<file path="src/assert_macros.svh">
// Assertion macros used by the RTL file d8_flow_direction.sv.
`ifndef ASSERT_MACROS_SVH
`define ASSERT_MACROS_SVH
`ifndef SYNTHESIS
`define D8FD_ASSERT(label, clk, rst_n, prop) \
    label: assert property (@(posedge clk) disable iff (!rst_n) prop) \
        else $error("assertion failed");
`define D8FD_ASSERT_NEXT(label, clk, rst_n, cond, prop) \
    label: assert property (@(posedge clk) disable iff (!rst_n) (cond) |=> (prop)) \
        else $error("assertion failed");
`else
`define D8FD_ASSERT(label, clk, rst_n, prop)
`define D8FD_ASSERT_NEXT(label, clk, rst_n, cond, prop)
`endif
`endif

</file>
<file path="src/d8fd_pkg.sv">
// Shared widths, weights and types of the D8 flow direction block.
package d8fd_pkg;

    localparam int ELEV_BITS   = 24;
    localparam int WEIGHT_BITS = 17;
    localparam int SCORE_BITS  = ELEV_BITS + WEIGHT_BITS;
    localparam int NUM_LANES   = 8;
    localparam int DIR_BITS    = 3;
    localparam int NUM_PAIRS   = NUM_LANES / 2;

    localparam logic [WEIGHT_BITS-1:0] WEIGHT_EDGE = 17'd65536;
    localparam logic [WEIGHT_BITS-1:0] WEIGHT_DIAG = 17'd46341;

    // Bit i set for a diagonal neighbour, order NW,N,NE,W,E,SW,S,SE.
    localparam logic [NUM_LANES-1:0] DIAG_MASK = 8'b1010_0101;

    localparam logic [ELEV_BITS-1:0] NODATA_RESET = {1'b1, {(ELEV_BITS-1){1'b0}}};

    typedef logic signed [ELEV_BITS-1:0] elev_t;
    typedef logic [SCORE_BITS-1:0]       score_t;
    typedef logic [DIR_BITS-1:0]         dir_t;
    typedef score_t [NUM_LANES-1:0]      score_vec_t;

    typedef struct packed {
        logic load_pair;
        logic load_out;
    } d8fd_ctl_t;

endpackage

</file>
<file path="src/d8fd_lane.sv">
// One neighbour lane: weighted drop from the centre, registered.
module d8fd_lane
    import d8fd_pkg::*;
(
    input  logic   aclk,
    input  logic   load,
    input  elev_t  center_elev,
    input  elev_t  neigh_elev,
    input  elev_t  nodata_value,
    input  logic   in_grid,
    input  logic   diag,
    output score_t score
);

    logic signed [ELEV_BITS:0] drop;
    logic [ELEV_BITS-1:0]      mag;
    logic [WEIGHT_BITS-1:0]    weight;
    logic                      cand;
    score_t                    score_reg;
    score_t                    score_next;

    always_comb begin
        drop   = {center_elev[ELEV_BITS-1], center_elev} - {neigh_elev[ELEV_BITS-1], neigh_elev};
        mag    = drop[ELEV_BITS-1:0];
        weight = diag ? WEIGHT_DIAG : WEIGHT_EDGE;
        cand   = in_grid && (neigh_elev != nodata_value) && (center_elev != nodata_value)
                 && !drop[ELEV_BITS] && (drop != '0);
        score_next = cand ? (SCORE_BITS'(mag) * SCORE_BITS'(weight)) : '0;
    end

    always_ff @(posedge aclk) begin
        if (load) begin
            score_reg <= score_next;
        end
    end

    assign score = score_reg;

endmodule

</file>
<file path="src/d8fd_merge.sv">
// Merge tree: pick the largest lane score, earliest lane on ties.
module d8fd_merge
    import d8fd_pkg::*;
(
    input  logic       aclk,
    input  d8fd_ctl_t  ctl,
    input  score_vec_t scores,
    output logic       has_receiver,
    output dir_t       direction
);

    score_t [NUM_PAIRS-1:0] pair_score_reg;
    score_t [NUM_PAIRS-1:0] pair_score_next;
    dir_t   [NUM_PAIRS-1:0] pair_idx_reg;
    dir_t   [NUM_PAIRS-1:0] pair_idx_next;
    score_t                 q0_score;
    score_t                 q1_score;
    score_t                 best_score;
    dir_t                   q0_idx;
    dir_t                   q1_idx;
    dir_t                   best_idx;
    logic                   has_receiver_reg;
    dir_t                   direction_reg;

    always_comb begin
        for (int j = 0; j < NUM_PAIRS; j++) begin
            if (scores[2*j] >= scores[2*j+1]) begin
                pair_score_next[j] = scores[2*j];
                pair_idx_next[j]   = DIR_BITS'(2*j);
            end else begin
                pair_score_next[j] = scores[2*j+1];
                pair_idx_next[j]   = DIR_BITS'(2*j+1);
            end
        end
    end

    always_ff @(posedge aclk) begin
        if (ctl.load_pair) begin
            pair_score_reg <= pair_score_next;
            pair_idx_reg   <= pair_idx_next;
        end
    end

    always_comb begin
        if (pair_score_reg[0] >= pair_score_reg[1]) begin
            q0_score = pair_score_reg[0];
            q0_idx   = pair_idx_reg[0];
        end else begin
            q0_score = pair_score_reg[1];
            q0_idx   = pair_idx_reg[1];
        end
        if (pair_score_reg[2] >= pair_score_reg[3]) begin
            q1_score = pair_score_reg[2];
            q1_idx   = pair_idx_reg[2];
        end else begin
            q1_score = pair_score_reg[3];
            q1_idx   = pair_idx_reg[3];
        end
        if (q0_score >= q1_score) begin
            best_score = q0_score;
            best_idx   = q0_idx;
        end else begin
            best_score = q1_score;
            best_idx   = q1_idx;
        end
    end

    always_ff @(posedge aclk) begin
        if (ctl.load_out) begin
            has_receiver_reg <= (best_score != '0);
            direction_reg    <= best_idx;
        end
    end

    assign has_receiver = has_receiver_reg;
    assign direction    = direction_reg;

endmodule

</file>
<file path="src/d8_flow_direction.sv">
// Top level of the D8 steepest-descent flow direction block.
//
// Usage:
//   s_ channel carries one 3x3 window per item: s_tdata holds the centre and
//   the eight neighbour elevations, s_tuser the inside mask.
//   m_ channel returns one result per item: m_tuser flags a receiver,
//   m_tdata holds its direction (0..7 = NW,N,NE,W,E,SW,S,SE; 0 if none).
//   cfg_ channel writes the nodata elevation code; it is always ready.
// Pipeline: an accepted item passes the lane product register, the pair
//   compare register and the output register before m_tvalid.
// Throughput: one item per cycle while m_tready is high; eight lanes
//   compute all weighted drops of a window at once.
// Reset: aresetn low empties the pipeline and sets nodata to -8388608.
// Stall: each stage holds while the stage after it is full and stalled;
//   empty stages keep filling, so s_tready drops only when all three
//   stages hold items and m_tready is low.
`include "assert_macros.svh"

module d8_flow_direction
    import d8fd_pkg::*;
(
    input  logic         aclk,
    input  logic         aresetn,
    input  logic         cfg_valid,
    output logic         cfg_ready,
    input  logic [23:0]  cfg_data,   // nodata_value
    input  logic         s_tvalid,
    output logic         s_tready,
    input  logic [215:0] s_tdata,    // center_elev, elev_nw, elev_n, elev_ne, elev_w,
                                     // elev_e, elev_sw, elev_s, elev_se
    input  logic [7:0]   s_tuser,    // inside_mask
    output logic         m_tvalid,
    input  logic         m_tready,
    output logic [7:0]   m_tdata,    // direction, zero fill
    output logic [0:0]   m_tuser     // has_receiver
);

    elev_t      nodata_reg;
    logic       v1_reg;
    logic       v2_reg;
    logic       v3_reg;
    logic       load1;
    d8fd_ctl_t  ctl;
    elev_t      center_elev;
    score_vec_t scores;
    logic       has_receiver;
    dir_t       direction;

    assign cfg_ready = 1'b1;

    always_ff @(posedge aclk) begin
        if (!aresetn) begin
            nodata_reg <= NODATA_RESET;
        end else if (cfg_valid) begin
            nodata_reg <= cfg_data;
        end
    end

    always_comb begin
        ctl.load_out  = !v3_reg || m_tready;
        ctl.load_pair = !v2_reg || ctl.load_out;
        load1         = !v1_reg || ctl.load_pair;
    end

    assign s_tready = load1;

    always_ff @(posedge aclk) begin
        if (!aresetn) begin
            v1_reg <= 1'b0;
            v2_reg <= 1'b0;
            v3_reg <= 1'b0;
        end else begin
            if (load1) begin
                v1_reg <= s_tvalid;
            end
            if (ctl.load_pair) begin
                v2_reg <= v1_reg;
            end
            if (ctl.load_out) begin
                v3_reg <= v2_reg;
            end
        end
    end

    assign center_elev = s_tdata[ELEV_BITS-1:0];

    for (genvar i = 0; i < NUM_LANES; i++) begin : g_lane
        d8fd_lane u_lane (
            .aclk         (aclk),
            .load         (load1),
            .center_elev  (center_elev),
            .neigh_elev   (s_tdata[ELEV_BITS*(i+2)-1 -: ELEV_BITS]),
            .nodata_value (nodata_reg),
            .in_grid      (s_tuser[i]),
            .diag         (DIAG_MASK[i]),
            .score        (scores[i])
        );
    end

    d8fd_merge u_merge (
        .aclk         (aclk),
        .ctl          (ctl),
        .scores       (scores),
        .has_receiver (has_receiver),
        .direction    (direction)
    );

    assign m_tvalid = v3_reg;
    assign m_tdata  = {{(8-DIR_BITS){1'b0}}, direction};
    assign m_tuser  = has_receiver;

    `D8FD_ASSERT(a_ready_full, aclk, aresetn,
        s_tready == (!v1_reg || !v2_reg || !v3_reg || m_tready))
    `D8FD_ASSERT_NEXT(a_mid_hold, aclk, aresetn,
        v2_reg && v3_reg && !m_tready, v2_reg)
    `D8FD_ASSERT_NEXT(a_first_hold, aclk, aresetn,
        v1_reg && !ctl.load_pair, v1_reg)
    `D8FD_ASSERT(a_none_dir_zero, aclk, aresetn,
        (m_tvalid && !m_tuser[0]) |-> (m_tdata == 8'd0))

endmodule
</file>
<file path="config.mk">
export PLATFORM = sky130hd
export DESIGN_NAME = d8_flow_direction
export DESIGN_NICKNAME = d
export VERILOG_FILES = /design/src/d8fd_pkg.sv /design/src/d8fd_lane.sv /design/src/d8fd_merge.sv /design/src/d8_flow_direction.sv
export VERILOG_INCLUDE_DIRS = /design/src /design/src/src
export SDC_FILE = /design/constraint.sdc
export NUM_CORES = 2
export LEC_CHECK = 0
export ABC_AREA = 1
export BUFFER_PORTS_ARGS = -buffer_cell sky130_fd_sc_hd__buf_2
export CORE_MARGIN = 2
export CORE_UTILIZATION = 65
export CTS_CLUSTER_DIAMETER = 120
export DETAILED_ROUTE_END_ITERATION = 7
export PLACE_DENSITY = 0.87
export SYNTH_ARGS = -nofsm -noshare
export SYNTH_HDL_FRONTEND = slang
export SYNTH_SLANG_ARGS = --single-unit
</file>
<file path="constraint.sdc">
create_clock -name aclk -period 13.2 [get_ports aclk]
set_input_delay 0.66 -clock aclk [delete_from_list [all_inputs] [get_ports aclk]]
set_output_delay 0.66 -clock aclk [all_outputs]
set_load 0.005 [all_outputs]
</file>
======== After elaboration in Yosys (flattened, before gate mapping) ========
Cells that the tools add are included.
word-level totals
  register bits after elaboration ......... 535
  bits of input ports ..................... 253
operators by class
  add/sub/neg operators ................... 8
  multiply operators ...................... 4
  order comparisons ....................... 7
  eq/ne operators ......................... 9
  multiplexer cells ....................... 14
  reduce and logical (&&, ||, !) cells .... 55
operators with widths
  kind                                                                   count
  41-bit >= comparator                                                   7
  41-bit two-way mux                                                     7
  24-bit != test                                                         9
  25-bit nonzero test                                                    8
  24-bit by 24-bit subtractor with 25-bit output                         8
  24-bit by 16-bit multiplier with 40-bit output, second input constant  4
  41-bit nonzero test                                                    1
  1-bit logical AND                                                      32
  1-bit logical NOT                                                      11
  3-bit two-way mux                                                      3
  1-bit two-way mux                                                      4
  1-bit logical OR                                                       3

======== Depth between registers and ports, before layout ========
  depth after elaboration ................. 5
  depth in mapped cells ................... 39

======== Modules after synthesis ========
From an unflattened synthesis, not the netlist that was laid out.
second synthesis, totals
  cells, all modules ...................... 14157
  area, all modules ....................... 105366.1 µm²
by module, submodules not included
  module                             times used  cells an instance  area an instance (µm²)
  d8fd_lane at g_lane[1].u_lane ...  3           1473               10991.8
  d8fd_merge                         1           2068               15914.0
  d8fd_lane at g_lane[0].u_lane      1           1542               11198.2
  d8fd_lane at g_lane[5].u_lane      1           1527               11153.2
  d8fd_lane at g_lane[4].u_lane      1           1504               11106.9
  d8fd_lane at g_lane[7].u_lane      1           1488               11075.6
  d8fd_lane at g_lane[6].u_lane      1           1484               10949.3
  d8_flow_direction                  1           125                993.5

======== Worst setup path after synthesis ========
Ideal clock, no wire load.
  path type ............................... input to register
  start ................................... input port m_tready
  end ..................................... register g_lane[0].u_lane.score_reg[0] (enable)
  arrival time ............................ 5168 ps
  data required time ...................... 11223 ps
  path slack .............................. 6055 ps
  stages on the path ...................... 4
  path buffers ............................ 0
  path through ............................ inv_1 > nand2_1 > nor2_1 > nand2_1
RTL lines
  item                  line                     text
  from (decl)           d8_flow_direction.sv:33  input logic m_tready,
  to (signal assigned)  d8fd_lane.sv:33          score_reg <= score_next;
  to (decl)             d8fd_lane.sv:19          score_t score_reg;

======== Worst setup path after layout ========
  start ................................... input port s_tdata[1]
  end ..................................... register g_lane[0].u_lane.score_reg[26], data pin
on the way
  longest elaborated chain between the ends .. 4
ends and longest elaborated chain
  item                                                                                                    line                     text
  from (decl)                                                                                             d8_flow_direction.sv:29  input logic [215:0] s_tdata,
  parallel branches: the longest is 4 deep, another holds 24-bit by 16-bit multiplier with 40-bit output  n/a
Several ways; the timed one is not identified.
A chain may end at the register's enable or synchronous reset.

==> key figures <==
Run status
  • Outcome: finished with violations
  • Violated checks: DRC

Drt
  • Final WL: 227 mm
  • First-pass detailed-route iteration total: 8
  • Routed length per instance: between 20 and 25 um
  • DRC: 6
  • Vias: 59,308
  • Metal2 WL: 95.7 mm
  • DRT iter0 DRCs: 6,567
  • Post-detailed-route via-to-cell ratio: 6.02
  • DR WL met3: 30.2 mm
  • WL met1: 86.9 mm
  • Uppermost layer routed: met5
  • Routed Antenna Nets: 0

Placed design
  • Routability cong.: 1.11
  • I/O Buffers: roughly 260
  • Placed wire-length estimate: 187 mm

Hold path
  • Worst hold path type: in -> reg

Global routing
  • Gr usage total: 0.444
  • Pin count of the biggest net entering global routing: between 80 and 90
  • Vias in the first global route: 57,351
  • GR Overflow Total: 0
  • Initial antenna violation count: 23
  • First-pass GRT wire length: 334 mm

Die
  • Chip width: 317 um
  • Ports: 265
  • Cell Rows: 114
  • Die Area: 101,000 um2
  • Chip Height: 317 um
  • Core area: 97,000 um2
  • Starting Density: 0.658

Layout
  • Max reg flops: 256
  • Layout Nets: 10,179
  • Share of post-route cells with drive strength above 1: 0.0608
  • Area delta synth->final: 7.03%

CTS
  • # hold bufs at CTS: 0
  • H-Tree Depth: 2
  • CTS sink cnt: 451
  • Clock buffer depth: 3
  • CTS resizes: 0
  • CTS Buf Count: 52
  • Postcts setup bufs: 0
  • Clock slew at reported path FFs: 70 ps
  • Worst-Skew Late Latency: 670 ps
  • CTS tree: done
  • CTS Root Cell: clkbuf_16

Synth
  • Synth cell count leaders: 1,825 x inv_1, 1,379 x nand2_1, 1,027 x ha_1, 839 x nor2_1, 460 x a21oi_1
  • Share of the synthesized area in the top cell type: 0.201
  • Share of synthesized registers carrying an async set or reset: 0
  • YS warnings: 0
  • Synth cell types: 65
  • Post-Synthesis Cells: 8,276
  • Most common cell in the synthesized netlist: inv_1
  • Seq/Total Area, Yosys: 0.208
  • Post-synth EDFFs: 424
  • Primary FF master, synth: edfxtp_1
  • Cell taking the most area after synthesis: ha_1
  • Syn_area_per_cell: 7.71 um2
  • Flops & latches, synth: 451
  • Syn Std Cell Area: 63,800 um2
  • Synth top area cells: ha_1 20%, edfxtp_1 20%, fa_1 12%, inv_1 11%, nand2_1 8.1%

Setup path
  • CP Launch Type: primary input
  • CP most frequent cell: inv_1
  • Critical Path End Type: flip-flop
  • Critical Path RT: 13,560 ps
  • Largest stage delay, worst path: 550 ps
  • CP Max Fanout: 10
  • FF-to-FF setup slack: 6510 ps
  • Worst Setup Path Type: in -> reg
  • Worst path slowest cell: fa_1
  • CP arrival: about 8000 ps

Timing
  • Final hold violations: 0
  • Max Freq: ~130 MHz
  • Setup Skew: 25.0 ps
  • RSZ-0062 raised after global routing: false
  • Slew HR: 0.167
  • Final min period: 7750 ps
  • Setup TNS: 0 ps
  • Slew Limit Fails: 0
  • Final worst-path cycle share: 0.587
  • Final setup vio count: 0
  • Slew of the pin with the lowest slew margin: 1220 ps

Flow run
  • MaxCap Viol Count: 0
## path summary, 6_finish.rpt
kind                               from                         end  cells after the start
max reg2reg  u_merge.pair_score_reg[18]        u_merge.has_receiver                     28
min                         cfg_data[8]               nodata_reg[8]                      3
min reg2reg                      v2_reg                    m_tvalid                      2
max                          s_tdata[1]  g_lane[0].u_lane.score[26]                     34
## metal layers
| metal | GRT usage | up-vias |
|---|---|---|
| met2 | 0.672 | 3583 |
| met3 | 0.140 | 769 |
| met4 | 0.226 | 16 |
| met1 | 0.572 | 27763 |
| met5 | 0 | - |
| li1 | - | 27177 |
## worst max-delay path, delay by kind of cell
| family | cells | cell delay [ps] |
|---|---|---|
| fa+ha+maj | 8 | 3640 |
| buf+inv | 10 | 1700 |
| simple gates | 11 | 1090 |
| compound gates | 3 | 620 |
| xor+xnor | 2 | 360 |
## placed cells by master, fill, tap and decap left out, drive strengths merged, types with 200 or more instances in the layout
cell       n
inv     1833
fa       372
xor2     267
nand2   1406
nor2     890
nand3    279
edfxtp   424
ha      1027
buf      306
o21ai    387
a21oi    467
xnor2    200
## cell families after synthesis
group                    count (synthesis)  share of synthesized area
AO/OA/AOI/OAI                         1084                     0.0951
XOR/XNOR                               467                     0.0652
adder cells (fa/ha/maj)               1399                      0.318
buffers and inverters                 1939                      0.118
flip-flops                             451                      0.208
other                                    2                   0.000118
AND/OR/NAND/NOR                       2934                      0.195
## final cells by class
| type | instances | area, um2 |
|---|---|---|
| Multi-Input combinational cell | 5890 | 43000 |
| Fill cell | 7932 | 28700 |
| Sequential cell | 451 | 13300 |
| Inverter | 1826 | 6860 |
| Timing Repair Buffer | 306 | 1650 |
| Tap cell | 1276 | 1600 |
| Clock buffer | 57 | 1320 |
| Clock inverter | 39 | 541 |
| Antenna cell | 14 | 35.0 |
## per-stage QoR
step                worst slack (ps)   util  instance area (um2)  std cells  hold slack, ps
floorplan                       6060      -                63800       8280             433
global placement                5040  0.685                66400       9749             451
detailed placement              4910  0.685                66400       9749             449
CTS                             5540  0.704                68300       9845             196
global route                    5000  0.704                68300       9852             221
finish                          5450  0.704                68300       9859             220
Power is left out: the tool's default activity adds up to more than one toggle a clock period on the data nets, which glitch-free logic cannot reach.
